## config.mk

```make
export PLATFORM = sky130hd
export DESIGN_NAME = delayed_alpha_fade_sequencer
export DESIGN_NICKNAME = d
export VERILOG_FILES = /design/src/hdl/dafs_pkg.sv /design/src/hdl/dafs_ramp.sv /design/src/hdl/delayed_alpha_fade_sequencer.sv
export SDC_FILE = /design/constraint.sdc
export NUM_CORES = 2
export LEC_CHECK = 0
export BUFFER_PORTS_ARGS = -buffer_cell sky130_fd_sc_hd__buf_2
export CAP_MARGIN = 20
export CORE_ASPECT_RATIO = 0.7
export CORE_MARGIN = 4
export CORE_UTILIZATION = 45
export DETAILED_ROUTE_END_ITERATION = 7
export PLACE_DENSITY = 0.62
export SYNTH_ARGS = -nofsm -noshare
export SYNTH_HDL_FRONTEND = slang
export SYNTH_SLANG_ARGS = --single-unit
```

## constraint.sdc

```tcl
create_clock -name clk_i -period 17.6 [get_ports clk_i]
set_input_delay 0.88 -clock clk_i [delete_from_list [all_inputs] [get_ports clk_i]]
set_output_delay 0.88 -clock clk_i [all_outputs]
set_load 0.01 [all_outputs]
```

## src/hdl/dafs_pkg.sv

```systemverilog
// Shared constants, codes and types of the delayed alpha fade sequencer.
package dafs_pkg;

  localparam int unsigned TIME_BITS    = 24;
  localparam int unsigned ALPHA_BITS   = 16;
  localparam int unsigned ELAPSED_BITS = TIME_BITS + 1;
  localparam int unsigned PROD_BITS    = ALPHA_BITS + TIME_BITS;
  localparam int unsigned CNT_BITS     = $clog2(ALPHA_BITS);
  localparam int unsigned CFG_IDX_BITS = 2;

  localparam logic [ALPHA_BITS-1:0]   AlphaMax   = {ALPHA_BITS{1'b1}};
  localparam logic [ELAPSED_BITS-1:0] ElapsedMax = {ELAPSED_BITS{1'b1}};

  typedef enum logic [2:0] {
    MODE_TICK      = 3'd0,
    MODE_FADE_IN   = 3'd1,
    MODE_FADE_OUT  = 3'd2,
    MODE_RESTART   = 3'd3,
    MODE_SET_ALPHA = 3'd4
  } dafs_mode_e;

  typedef enum logic [CFG_IDX_BITS-1:0] {
    REG_IN_DELAY   = 2'd0,
    REG_IN_LENGTH  = 2'd1,
    REG_OUT_DELAY  = 2'd2,
    REG_OUT_LENGTH = 2'd3
  } dafs_reg_e;

  // One ramp evaluation: floor(target * p / len), with p = len - pos when falling.
  typedef struct packed {
    logic                  start;
    logic                  falling;
    logic [ALPHA_BITS-1:0] target;
    logic [TIME_BITS-1:0]  pos;
    logic [TIME_BITS-1:0]  len;
  } dafs_ramp_req_t;

endpackage

```

## src/hdl/dafs_ramp.sv

```systemverilog
// Shared ramp unit: one multiply followed by a restoring divide, one quotient bit a cycle.
module dafs_ramp import dafs_pkg::*; (
  input  logic                  clk_i,
  input  logic                  rst_ni,
  input  dafs_ramp_req_t        req_i,
  output logic                  done_o,
  output logic [ALPHA_BITS-1:0] quot_o
);

  typedef enum logic [3:0] {
    R_IDLE = 4'b0001,
    R_PREP = 4'b0010,
    R_MUL  = 4'b0100,
    R_DIV  = 4'b1000
  } ramp_state_e;

  ramp_state_e           state_q, state_d;
  logic                  done_q, done_d;
  logic [CNT_BITS-1:0]   cnt_q, cnt_d;
  logic                  falling_q;
  logic [ALPHA_BITS-1:0] target_q;
  logic [TIME_BITS-1:0]  pos_q;
  logic [TIME_BITS-1:0]  len_q;
  logic [TIME_BITS-1:0]  num_q;
  logic [TIME_BITS-1:0]  rem_q;
  logic [ALPHA_BITS-1:0] low_q;

  logic [PROD_BITS-1:0]  prod;
  logic [TIME_BITS:0]    trial;
  logic                  fits;

  assign prod  = PROD_BITS'(target_q) * PROD_BITS'(num_q);
  assign trial = {rem_q, low_q[ALPHA_BITS-1]};
  assign fits  = trial >= {1'b0, len_q};

  always_comb begin
    state_d = state_q;
    done_d  = 1'b0;
    cnt_d   = cnt_q;
    case (state_q)
      R_IDLE: begin
        if (req_i.start) begin
          state_d = R_PREP;
        end
      end
      R_PREP: state_d = R_MUL;
      R_MUL: begin
        cnt_d   = CNT_BITS'(ALPHA_BITS - 1);
        state_d = R_DIV;
      end
      R_DIV: begin
        cnt_d = cnt_q - 1'b1;
        if (cnt_q == '0) begin
          state_d = R_IDLE;
          done_d  = 1'b1;
        end
      end
      default: state_d = R_IDLE;
    endcase
  end

  always_ff @(posedge clk_i or negedge rst_ni) begin
    if (!rst_ni) begin
      state_q <= R_IDLE;
      done_q  <= 1'b0;
      cnt_q   <= '0;
    end else begin
      state_q <= state_d;
      done_q  <= done_d;
      cnt_q   <= cnt_d;
    end
  end

  always_ff @(posedge clk_i) begin
    if (state_q == R_IDLE && req_i.start) begin
      falling_q <= req_i.falling;
      target_q  <= req_i.target;
      pos_q     <= req_i.pos;
      len_q     <= req_i.len;
    end
    if (state_q == R_PREP) begin
      num_q <= falling_q ? (len_q - pos_q) : pos_q;
    end
    // The upper product bits are below len because pos never exceeds len.
    if (state_q == R_MUL) begin
      rem_q <= prod[PROD_BITS-1:ALPHA_BITS];
      low_q <= prod[ALPHA_BITS-1:0];
    end
    if (state_q == R_DIV) begin
      rem_q <= fits ? TIME_BITS'(trial - {1'b0, len_q}) : trial[TIME_BITS-1:0];
      low_q <= {low_q[ALPHA_BITS-2:0], fits};
    end
  end

  assign done_o = done_q;
  assign quot_o = low_q;

`ifndef SYNTHESIS
  a_rem_below_len: assert property (@(posedge clk_i) disable iff (!rst_ni)
    (state_q == R_DIV) |-> (rem_q < len_q))
    else $error("ramp remainder not below length");
  a_done_after_div: assert property (@(posedge clk_i) disable iff (!rst_ni)
    done_q |-> $past(state_q == R_DIV))
    else $error("ramp done without a divide step");
  a_start_when_idle: assert property (@(posedge clk_i) disable iff (!rst_ni)
    req_i.start |-> (state_q == R_IDLE))
    else $error("ramp started while busy");
`endif

endmodule

```

## src/hdl/delayed_alpha_fade_sequencer.sv

```systemverilog
// Top level of the delayed alpha fade sequencer: command decode, phase sequencer, output register.
//
// Use: commands enter on the in channel (mode_i, delta_i, alpha_value_i) with
// in_valid_i / in_ready_o; each accepted command gives exactly one result
// transfer on the out channel (alpha_o, visible_o, in_active_o, out_active_o,
// alpha_changed_o) with out_valid_o / out_ready_i. Alpha is unsigned Q0.16.
// Timing registers are written through cfg_we_i / cfg_idx_i / cfg_wdata_i; the
// user must write them only while no command is in flight, which the block itself
// does not enforce. A write takes effect at once. A non-tick command passes only
// the result state before the sequencer is idle again. A tick runs the fade-in
// phase, then the fade-out phase. A stopped phase passes only add, a phase still
// in its delay add and check, a phase with zero length add, check and finish, and
// a ramping phase also waits on the shared ramp unit (prepare, multiply, 16
// restoring-divide steps, collect) between check and finish.
// One command is processed at a time: in_ready_o is high only while the
// sequencer is idle. A finished result sits in the output register, so the
// next command can be taken while that result still waits; if the receiver
// stalls, the sequencer holds the following result until the register frees.
// Reset: alpha and target are opaque, the output is shown, both phases are
// stopped, elapsed counts and timing registers are zero, no result is pending.
module delayed_alpha_fade_sequencer import dafs_pkg::*; (
  input  logic                    clk_i,
  input  logic                    rst_ni,
  input  logic                    cfg_we_i,
  input  logic [CFG_IDX_BITS-1:0] cfg_idx_i,
  input  logic [TIME_BITS-1:0]    cfg_wdata_i,
  input  logic                    in_valid_i,
  output logic                    in_ready_o,
  input  logic [2:0]              mode_i,
  input  logic [15:0]             delta_i,
  input  logic [ALPHA_BITS-1:0]   alpha_value_i,
  output logic                    out_valid_o,
  input  logic                    out_ready_i,
  output logic [ALPHA_BITS-1:0]   alpha_o,
  output logic                    visible_o,
  output logic                    in_active_o,
  output logic                    out_active_o,
  output logic                    alpha_changed_o
);

  // Sequencer states. Per phase a tick walks ADD, then CHK if running, then DIV if
  // ramping and END past the delay; RESP waits for the output register, then hands over the result.
  typedef enum logic [5:0] {
    S_IDLE = 6'b000001,
    S_ADD  = 6'b000010,
    S_CHK  = 6'b000100,
    S_DIV  = 6'b001000,
    S_END  = 6'b010000,
    S_RESP = 6'b100000
  } seq_state_e;

  seq_state_e state_q, state_d;

  // Timing registers.
  logic [TIME_BITS-1:0] in_delay_q, in_length_q, out_delay_q, out_length_q;

  // Envelope state.
  logic [ELAPSED_BITS-1:0] in_el_q, in_el_d, out_el_q, out_el_d;
  logic                    in_running_q, in_running_d;
  logic                    out_running_q, out_running_d;
  logic                    out_pending_q, out_pending_d;
  logic                    shown_q, shown_d;
  logic [ALPHA_BITS-1:0]   cur_alpha_q, cur_alpha_d;
  logic [ALPHA_BITS-1:0]   tgt_alpha_q, tgt_alpha_d;

  // Per-command working registers: phase 0 is fade-in, phase 1 is fade-out.
  logic        phase_q, phase_d;
  logic        changed_q, changed_d;
  logic        fin_q, fin_d;
  logic [15:0] delta_q;

  // Output register.
  logic                  out_valid_q, out_valid_d;
  logic [ALPHA_BITS-1:0] out_alpha_q;
  logic                  out_visible_q, out_in_q, out_out_q, out_changed_q;
  logic                  load_out;

  // Ramp unit.
  dafs_ramp_req_t        ramp_req;
  logic                  ramp_done;
  logic [ALPHA_BITS-1:0] ramp_quot;

  // Values of the phase selected by phase_q.
  logic [ELAPSED_BITS-1:0] sel_el;
  logic [TIME_BITS-1:0]    sel_delay, sel_len;
  logic                    sel_running;
  logic [ELAPSED_BITS:0]   sat_sum;
  logic [ELAPSED_BITS-1:0] sat_el;
  logic                    past_delay;
  logic [ELAPSED_BITS-1:0] since_delay;
  logic [TIME_BITS-1:0]    ramp_pos;
  logic [ELAPSED_BITS-1:0] phase_end;
  logic                    has_in, has_out;
  logic                    in_xfer;

  assign sel_el      = phase_q ? out_el_q : in_el_q;
  assign sel_delay   = phase_q ? out_delay_q : in_delay_q;
  assign sel_len     = phase_q ? out_length_q : in_length_q;
  assign sel_running = phase_q ? out_running_q : in_running_q;

  assign sat_sum     = {1'b0, sel_el} + (ELAPSED_BITS + 1)'(delta_q);
  assign sat_el      = sat_sum[ELAPSED_BITS] ? ElapsedMax : sat_sum[ELAPSED_BITS-1:0];

  assign past_delay  = sel_el >= {1'b0, sel_delay};
  assign since_delay = sel_el - {1'b0, sel_delay};
  assign ramp_pos    = (since_delay > {1'b0, sel_len}) ? sel_len
                                                       : since_delay[TIME_BITS-1:0];
  assign phase_end   = {1'b0, sel_delay} + {1'b0, sel_len};

  assign has_in  = (in_delay_q != '0) || (in_length_q != '0);
  assign has_out = (out_delay_q != '0) || (out_length_q != '0);

  assign in_ready_o = (state_q == S_IDLE);
  assign in_xfer    = in_valid_i && in_ready_o;
  assign load_out   = (state_q == S_RESP) && (!out_valid_q || out_ready_i);

  always_comb begin
    state_d       = state_q;
    in_el_d       = in_el_q;
    out_el_d      = out_el_q;
    in_running_d  = in_running_q;
    out_running_d = out_running_q;
    out_pending_d = out_pending_q;
    shown_d       = shown_q;
    cur_alpha_d   = cur_alpha_q;
    tgt_alpha_d   = tgt_alpha_q;
    phase_d       = phase_q;
    changed_d     = changed_q;
    fin_d         = fin_q;
    ramp_req      = '0;
    ramp_req.falling = phase_q;
    ramp_req.target  = tgt_alpha_q;
    ramp_req.pos     = ramp_pos;
    ramp_req.len     = sel_len;

    case (state_q)
      S_IDLE: begin
        if (in_xfer) begin
          phase_d   = 1'b0;
          changed_d = 1'b0;
          state_d   = S_RESP;
          case (mode_i)
            MODE_TICK: begin
              state_d = S_ADD;
            end
            MODE_FADE_IN: begin
              out_running_d = 1'b0;
              in_el_d       = '0;
              in_running_d  = 1'b1;
              if (tgt_alpha_q == '0) begin
                tgt_alpha_d = (cur_alpha_q != '0) ? cur_alpha_q : AlphaMax;
              end
              cur_alpha_d = '0;
              shown_d     = 1'b1;
              changed_d   = 1'b1;
            end
            MODE_FADE_OUT: begin
              in_running_d  = 1'b0;
              out_el_d      = '0;
              out_running_d = 1'b1;
              out_pending_d = 1'b0;
              tgt_alpha_d   = cur_alpha_q;
              shown_d       = 1'b1;
            end
            MODE_RESTART: begin
              shown_d = 1'b1;
              if (has_in) begin
                out_pending_d = has_out;
                out_running_d = 1'b0;
                in_el_d       = '0;
                in_running_d  = 1'b1;
                if (tgt_alpha_q == '0) begin
                  tgt_alpha_d = (cur_alpha_q != '0) ? cur_alpha_q : AlphaMax;
                end
                cur_alpha_d = '0;
                changed_d   = 1'b1;
              end else if (has_out) begin
                in_running_d  = 1'b0;
                out_el_d      = '0;
                out_running_d = 1'b1;
                out_pending_d = 1'b0;
                tgt_alpha_d   = cur_alpha_q;
              end else begin
                in_running_d  = 1'b0;
                out_running_d = 1'b0;
                out_pending_d = 1'b0;
                cur_alpha_d   = tgt_alpha_q;
                changed_d     = 1'b1;
              end
            end
            MODE_SET_ALPHA: begin
              cur_alpha_d = alpha_value_i;
              if (!in_running_q && !out_running_q) begin
                tgt_alpha_d = alpha_value_i;
              end
              changed_d = 1'b1;
            end
            default: begin
              // Unused modes only report the current state.
            end
          endcase
        end
      end

      S_ADD: begin
        if (sel_running) begin
          if (phase_q) begin
            out_el_d = sat_el;
          end else begin
            in_el_d = sat_el;
          end
          state_d = S_CHK;
        end else if (!phase_q) begin
          phase_d = 1'b1;
        end else begin
          state_d = S_RESP;
        end
      end

      S_CHK: begin
        if (past_delay) begin
          changed_d = 1'b1;
          fin_d     = sel_el >= phase_end;
          if (sel_len != '0) begin
            ramp_req.start = 1'b1;
            state_d        = S_DIV;
          end else begin
            cur_alpha_d = phase_q ? '0 : tgt_alpha_q;
            state_d     = S_END;
          end
        end else if (!phase_q) begin
          phase_d = 1'b1;
          state_d = S_ADD;
        end else begin
          state_d = S_RESP;
        end
      end

      S_DIV: begin
        if (ramp_done) begin
          cur_alpha_d = ramp_quot;
          state_d     = S_END;
        end
      end

      S_END: begin
        if (fin_q) begin
          if (!phase_q) begin
            in_running_d = 1'b0;
            // A pending fade-out starts here and is advanced by this same tick.
            if (out_pending_q && has_out) begin
              out_el_d      = '0;
              out_running_d = 1'b1;
              tgt_alpha_d   = cur_alpha_q;
              shown_d       = 1'b1;
            end
            out_pending_d = 1'b0;
          end else begin
            out_running_d = 1'b0;
            shown_d       = 1'b0;
          end
        end
        if (!phase_q) begin
          phase_d = 1'b1;
          state_d = S_ADD;
        end else begin
          state_d = S_RESP;
        end
      end

      S_RESP: begin
        if (load_out) begin
          state_d = S_IDLE;
        end
      end

      default: state_d = S_IDLE;
    endcase
  end

  always_comb begin
    out_valid_d = out_valid_q && !out_ready_i;
    if (load_out) begin
      out_valid_d = 1'b1;
    end
  end

  always_ff @(posedge clk_i or negedge rst_ni) begin
    if (!rst_ni) begin
      state_q       <= S_IDLE;
      in_delay_q    <= '0;
      in_length_q   <= '0;
      out_delay_q   <= '0;
      out_length_q  <= '0;
      in_el_q       <= '0;
      out_el_q      <= '0;
      in_running_q  <= 1'b0;
      out_running_q <= 1'b0;
      out_pending_q <= 1'b0;
      shown_q       <= 1'b1;
      cur_alpha_q   <= AlphaMax;
      tgt_alpha_q   <= AlphaMax;
      phase_q       <= 1'b0;
      changed_q     <= 1'b0;
      fin_q         <= 1'b0;
      out_valid_q   <= 1'b0;
    end else begin
      state_q       <= state_d;
      in_el_q       <= in_el_d;
      out_el_q      <= out_el_d;
      in_running_q  <= in_running_d;
      out_running_q <= out_running_d;
      out_pending_q <= out_pending_d;
      shown_q       <= shown_d;
      cur_alpha_q   <= cur_alpha_d;
      tgt_alpha_q   <= tgt_alpha_d;
      phase_q       <= phase_d;
      changed_q     <= changed_d;
      fin_q         <= fin_d;
      out_valid_q   <= out_valid_d;
      if (cfg_we_i) begin
        case (cfg_idx_i)
          REG_IN_DELAY:   in_delay_q   <= cfg_wdata_i;
          REG_IN_LENGTH:  in_length_q  <= cfg_wdata_i;
          REG_OUT_DELAY:  out_delay_q  <= cfg_wdata_i;
          REG_OUT_LENGTH: out_length_q <= cfg_wdata_i;
          default: begin
          end
        endcase
      end
    end
  end

  // Payload registers: the tick delta and the result fields.
  always_ff @(posedge clk_i) begin
    if (in_xfer) begin
      delta_q <= delta_i;
    end
    if (load_out) begin
      out_alpha_q   <= cur_alpha_q;
      out_visible_q <= shown_q;
      out_in_q      <= in_running_q;
      out_out_q     <= out_running_q;
      out_changed_q <= changed_q;
    end
  end

  dafs_ramp u_ramp (
    .clk_i  (clk_i),
    .rst_ni (rst_ni),
    .req_i  (ramp_req),
    .done_o (ramp_done),
    .quot_o (ramp_quot)
  );

  assign out_valid_o     = out_valid_q;
  assign alpha_o         = out_alpha_q;
  assign visible_o       = out_visible_q;
  assign in_active_o     = out_in_q;
  assign out_active_o    = out_out_q;
  assign alpha_changed_o = out_changed_q;

`ifndef SYNTHESIS
  a_phases_exclusive: assert property (@(posedge clk_i) disable iff (!rst_ni)
    !(in_running_q && out_running_q))
    else $error("fade-in and fade-out running together");
  a_pending_needs_in: assert property (@(posedge clk_i) disable iff (!rst_ni)
    out_pending_q |-> in_running_q)
    else $error("fade-out pending without a running fade-in");
  a_ramp_done_in_div: assert property (@(posedge clk_i) disable iff (!rst_ni)
    ramp_done |-> (state_q == S_DIV))
    else $error("ramp result arrived outside the divide wait");
`endif

endmodule
```

After elaboration in Yosys (flattened, before gate mapping) --
Index checks and enable logic that the tools add are counted.
Storage, ports and cells: input port bits 66, output and inout bits 22, word-level logic and storage cells 235, flip-flop bits (word level) 366
Cells by class: reductions and logical operators 49, $mul 1, $add $sub $neg 6, multiplexer cells 98, equal/unequal tests 44, order comparisons 4
Operators with widths (number):
- $mux W25 | 14
- $mux W16 | 17
- $mux W24 | 7
- $pmux W25 S2 | 3
- $reduce_bool A24 Y1 | 5
- $pmux W16 S3 | 2
- $pmux W25 S3 | 1
- $pmux W16 S4 | 1
- $ge A25 B24 Y1 | 2
- $mux W6 | 8
- $sub A24 B24 Y24 | 2
- $mul A16 B24 Y40 | 1
- $pmux W6 S6 | 1
- $pmux W16 S2 | 1
- $mux W1 | 28
- $add A25 B16 Y26 | 1
- $add A24 B24 Y25 | 1
- $ge A25 B25 Y1 | 1
- $gt A25 B24 Y1 | 1
- $sub A25 B24 Y25 | 1
- $ne A2 B2 Y1 const B | 12
- $reduce_and A5 Y1 | 4
- $ne A3 B3 Y1 const B | 6
- $logic_not A16 Y1 | 1
- 45 further kinds | 81

Depth between registers and ports, before layout --
depth after elaboration 7, depth in mapped cells 27, mapped depth without buffers 23

Modules after synthesis --
Synthesis repeated with hierarchy kept, for this count alone.
Unflattened totals: cells, all modules 3693, area total of the unflattened synthesis 35914.4 µm²
Modules (own cells, without submodules):
- dafs_ramp | cells an instance 2151, area each 20196.9 µm², instances 1, seq. area each 4100.2 µm²
- delayed_alpha_fade_sequencer | cells an instance 1542, area each 15717.6 µm², instances 1, seq. area each 5928.2 µm²

Worst setup path before layout --
Ideal clock, no wire load.
path type flip-flop to flip-flop, from register phase_q, to register u_ramp.falling_q, enable pin, path buffers 6, required time 16952 ps, slack 6660 ps, period minus slack after synthesis 10940 ps, arrival time 10292 ps, setup time 648 ps, stages on the path, launching flop included 18, cell sequence dfrtp_1 > buf_2 > buf_6 > buf_6 > buf_2 > clkbuf_1 > buf_1 > mux2_2 > ha_1 > a21oi_1 > o21ai_0 > nand2b_1 > o221a_2 > o41ai_4 > and4_1 > o31ai_1 > nand3_1 > nor4_1
On the way: cells in the longest elaborated chain, start to end 6, elaborated cells between the ends (all ways) 9, those cells by class order compare (1); mux (6); reduce/logical (2)
Ends and longest elaborated chain:
- start, declared | line delayed_alpha_fade_sequencer.sv:67 | logic phase_q, phase_d;
- start signal, assigned | line delayed_alpha_fade_sequencer.sv:317 | phase_q <= phase_d;
- branches (longest 3 deep; another with $ge A25 B24 Y1)
- $mux W1 (*) | line delayed_alpha_fade_sequencer.sv:221 | if (past_delay) begin
- $mux W1 (*) | line delayed_alpha_fade_sequencer.sv:136 | case (state_q)
- $logic_and A1 B1 Y1 (*) | line dafs_ramp.sv:75 | if (state_q == R_IDLE && req_i.start) begin
- end signal, assigned | line dafs_ramp.sv:76 | falling_q <= req_i.falling;
- end, declared | line dafs_ramp.sv:20 | logic falling_q;
Every way passes the cells marked *. A chain may end at the register's enable or synchronous reset.

Worst setup path in the final report --
from register u_ramp.target_q[1], to register u_ramp.rem_q[16] (data pin)
On the way: cells in the longest elaborated chain, start to end 3
Ends and longest elaborated chain:
- start, declared | line dafs_ramp.sv:21 | logic [ALPHA_BITS-1:0] target_q;
- start signal, assigned | line dafs_ramp.sv:77 | target_q <= req_i.target;
- $mul A16 B24 Y40 | line dafs_ramp.sv:32 | assign prod = PROD_BITS'(target_q) * PROD_BITS'(num_q);
- $mux W24 | line dafs_ramp.sv:85 | if (state_q == R_MUL) begin
- $mux W24 | line dafs_ramp.sv:89 | if (state_q == R_DIV) begin
- end signal, assigned | line dafs_ramp.sv:86 | rem_q <= prod[PROD_BITS-1:ALPHA_BITS];
- end signal, assigned | line dafs_ramp.sv:90 | rem_q <= fits ? TIME_BITS'(trial - {1'b0, len_q}) : trial[TIME_BITS-1:0];
- end, declared | line dafs_ramp.sv:25 | logic [TIME_BITS-1:0] rem_q;
No other way between the ends. The select of a mux whose other input is x is not followed.

==> impl_metrics.yaml <==
route:
  wl_per_cell_um: 19.8
  vias: 26700
  ant_nets: 0
  first_iter_violations: 2243
  vias_per_cell: 5.57
  remaining_drc_errors: 0
  drtPass1Iterations: 6
  wl_mm: 95.0
timing:
  rsz0062_at_grt: "no"
  tns_ns: 0
  post-route-period-util_pct: 41.2
  maxSlewHeadroom_pct: 24.6
  drv_slew: 0
  fmaxAchievable_mhz: 138
  period_needed_ns: 7.25
  timing_hold_violations_final: 0
  worst_pin_slew_ns: 1.13
  setup_viol: 0
  clock-skew-final_ns: 0.0381
worst_setup_path:
  r2r_cells: 19
  cp-startpoint: "u_ramp.target_q[1]"
  reg2reg_slack_ns: 10.35
  cp_max_fo: 24
  timing.rr.end: "u_ramp.rem_q[16]"
  arrival_ns: 7.56
  crit_required_ns: 17.91
  cp-end-kind: "flip-flop"
  r2r_start: "u_ramp.target_q[1]"
  worstSetupStartpointType: "flip-flop"
  critical_path_class: "reg -> reg"
yosys:
  synth-main-ff-cell: "dfrtp_1"
  syn_inst: 3691
  async_flop_share_pct: 54.9
  ys_seq_area_share_pct: 28.3
  synth-seq-cells: 366
  synth.distinct_cells: 90
  yosysWarnings: 0
  syn_area_mm2: 0.0354
  synth_edf_count: 165
  synth_top_area_share_pct: 17.6
  synth_top_cell_by_area: "fa_1"
  synth_nets: 4341
  synth_area_leaders: "fa_1, edfxtp_1, dfrtp_1, ha_1, inv_1"
  syn_area_per_cell_um2: 9.60
placed_design:
  placed_cell_area_mm2: 0.0369
  hpwl_mm: 74.2
  port-buffer-count: 87
  place_congestion: 0.917
final_layout:
  n_fill_cell: 7338
  final_net_count: 4366
  syn_to_final_growth_pct: 8.08
  diodes: 0
  layout-drive-gt1-share_pct: 11.6
  fin_area_mm2: 0.0383
clock_tree:
  ctsHtreeMaxLevel: 2
  cts_root_buf: "clkbuf_16"
  cts_buffers: 40
  clkTransAtPathRegs_ns: 0.07
  clk_path_buf_depth: 3
  clock_insertion_delay_worst_skew_ns: 0.59
  cts_tree: "built"
  cts_setup_buffers: 0
  cts.sinks: 366
  cts-hold-fix-buffers: 0
  ctsResizeCount: 0
floorplanning:
  io-pin-count: 88
  initial_core_util_pct: 45.8
  die_h_um: 243
  dieWidth_um: 343
  coreArea_mm2: 0.0774
  die_area_mm2: 0.0834
  std_cell_rows: 85
power:
  p_leak_nw: 17.3
  ir_worst_vdd_mv: 0.0839
  power.density_mw_per_mm2: 80.6
global_routing:
  overflow: 0
  grt_use_total_pct: 23.1
  grt_pass1_wl_mm: 153
  grt_max_degree: 78
  grt_pass1_vias: 26400
  antenna_found_initial: 1
hold_path:
  hold_class: "in -> async"
job:
  drv_cap: 0
outcome:
  status: "finished clean"
cells by family after synthesis:
family / share of synthesized area, %
AND/OR/NAND/NOR: 14.3
multiplexers: 7.92
AO/OA/AOI/OAI: 12.6
adder cells (fa/ha/maj): 27.2
XOR/XNOR: 2.92
flip-flops: 28.3
buffers and inverters: 6.75
layout by cell type (no fill, tap or decap), drive strengths merged, types with 65 or more instances in the layout:
| master | Yosys | layout |
|---|---|---|
| inv | 492 | 495 |
| mux2 | 178 | 178 |
| nor2 | 153 | 153 |
| ha | 273 | 273 |
| fa | 311 | 311 |
| a21o | 65 | 65 |
| xnor2 | 76 | 76 |
| dfrtp | 166 | 166 |
| buf | 26 | 114 |
| mux2i | 73 | 73 |
| a21oi | 191 | 191 |
| edfxtp | 165 | 165 |
| o21ai | 210 | 210 |
| nand2 | 423 | 423 |
| and2 | 173 | 173 |
Yosys cell counts, drive strengths merged (14+ instances only):
master  instances
nand3          43
a31oi          30
nand2         423
ha            273
and3           14
nand4          26
nor4           46
a21oi         191
nor2b          35
mux2          178
dfstp          35
fa            311
o21a           29
xor2           42
o31ai          18
nand2b         26
o21ai         210
a21o           65
dfrtp         166
and2          173
buf            26
xnor2          76
edfxtp        165
o21bai         20
clkbuf        106
mux2i          73
nor2          153
a211oi         26
inv           492
nor3           38
a22oi          33
power by group:
group          switching [mW]  leakage [nW]  total [mW]  internal [mW]
clock                   0.374         0.669       0.870          0.496
sequential              0.125          3.96        1.15           1.02
combinational           0.644          12.7        1.07          0.425
total                    1.14          17.3        3.08           1.94
layer usage:
layer	share of wire [%]	up-vias	global-route usage, %
met4	2.0	0	5.10
met2	41	862	32.7
li1	-	12600	-
met3	7.3	104	3.64
met1	50	13100	36.7
met5	0	-	0
per-stage QoR:
stage	utilization (%)	total power [mW]	std cells	hold WS (ns)	worst slack, ns
after floorplan	-	1.86	3691	0.420	6.66
after global placement	47.6	2.19	4715	0.445	10.55
after detailed placement	47.6	2.20	4715	0.442	10.51
after CTS	49.4	3.08	4788	0.265	10.45
after global routing	49.5	3.27	4791	0.302	9.95
final	49.5	3.08	4791	0.278	10.35
cell type report:
type | instances | area [um2] | area share, %
sequential | 366 | 10000 | 26.2
tap | 1044 | 1310 | 3.41
clock buffer | 49 | 1100 | 2.87
timing repair buffer | 115 | 686 | 1.79
inverter | 492 | 1850 | 4.82
clock inverter | 24 | 264 | 0.689
multi-input combinational | 2701 | 23100 | 60.2
registers in the layout, indices dropped and copies added, names as in the netlist, 4 cells and up:
name	flops
u_ramp.state_q	4
u_ramp.pos_q	24
in_length_q	24
u_ramp.rem_q	24
u_ramp.target_q	16
alpha_o	16
delta_q	16
out_el_q	25
u_ramp.num_q	24
u_ramp.quot_o	16
cur_alpha_q	16
out_delay_q	24
u_ramp.cnt_q	4
in_delay_q	24
out_length_q	24
tgt_alpha_q	16
u_ramp.len_q	24
in_el_q	25
state_q	6
worst max-delay path, cell delays in order (launching register included):
cell	delay, ns
edfxtp_1	0.93
nand2_1	0.18
fa_1	0.55
fa_1	0.55
inv_1	0.05
fa_1	0.48
fa_1	0.54
fa_1	0.51
inv_1	0.05
fa_1	0.49
inv_1	0.04
ha_1	0.35
o2111ai_1	0.13
o21ai_0	0.38
o21ai_0	0.30
o31ai_1	0.68
a21oi_1	0.23
o21bai_1	0.24
nand3_1	0.10
and3_1	0.19
how the worst max path moves through the flow:
stage / to / depth (start not counted)
6_report: u_ramp.rem_q[16] / 19
2_1_floorplan: u_ramp.falling_q / 17
4_1_cts: u_ramp.rem_q[17] / 20
5_1_grt: u_ramp.rem_q[16] / 19
3_5_place_dp: u_ramp.rem_q[17] / 20
3_3_place_gp: u_ramp.rem_q[17] / 20
Power figures use the tool's default switching activity.
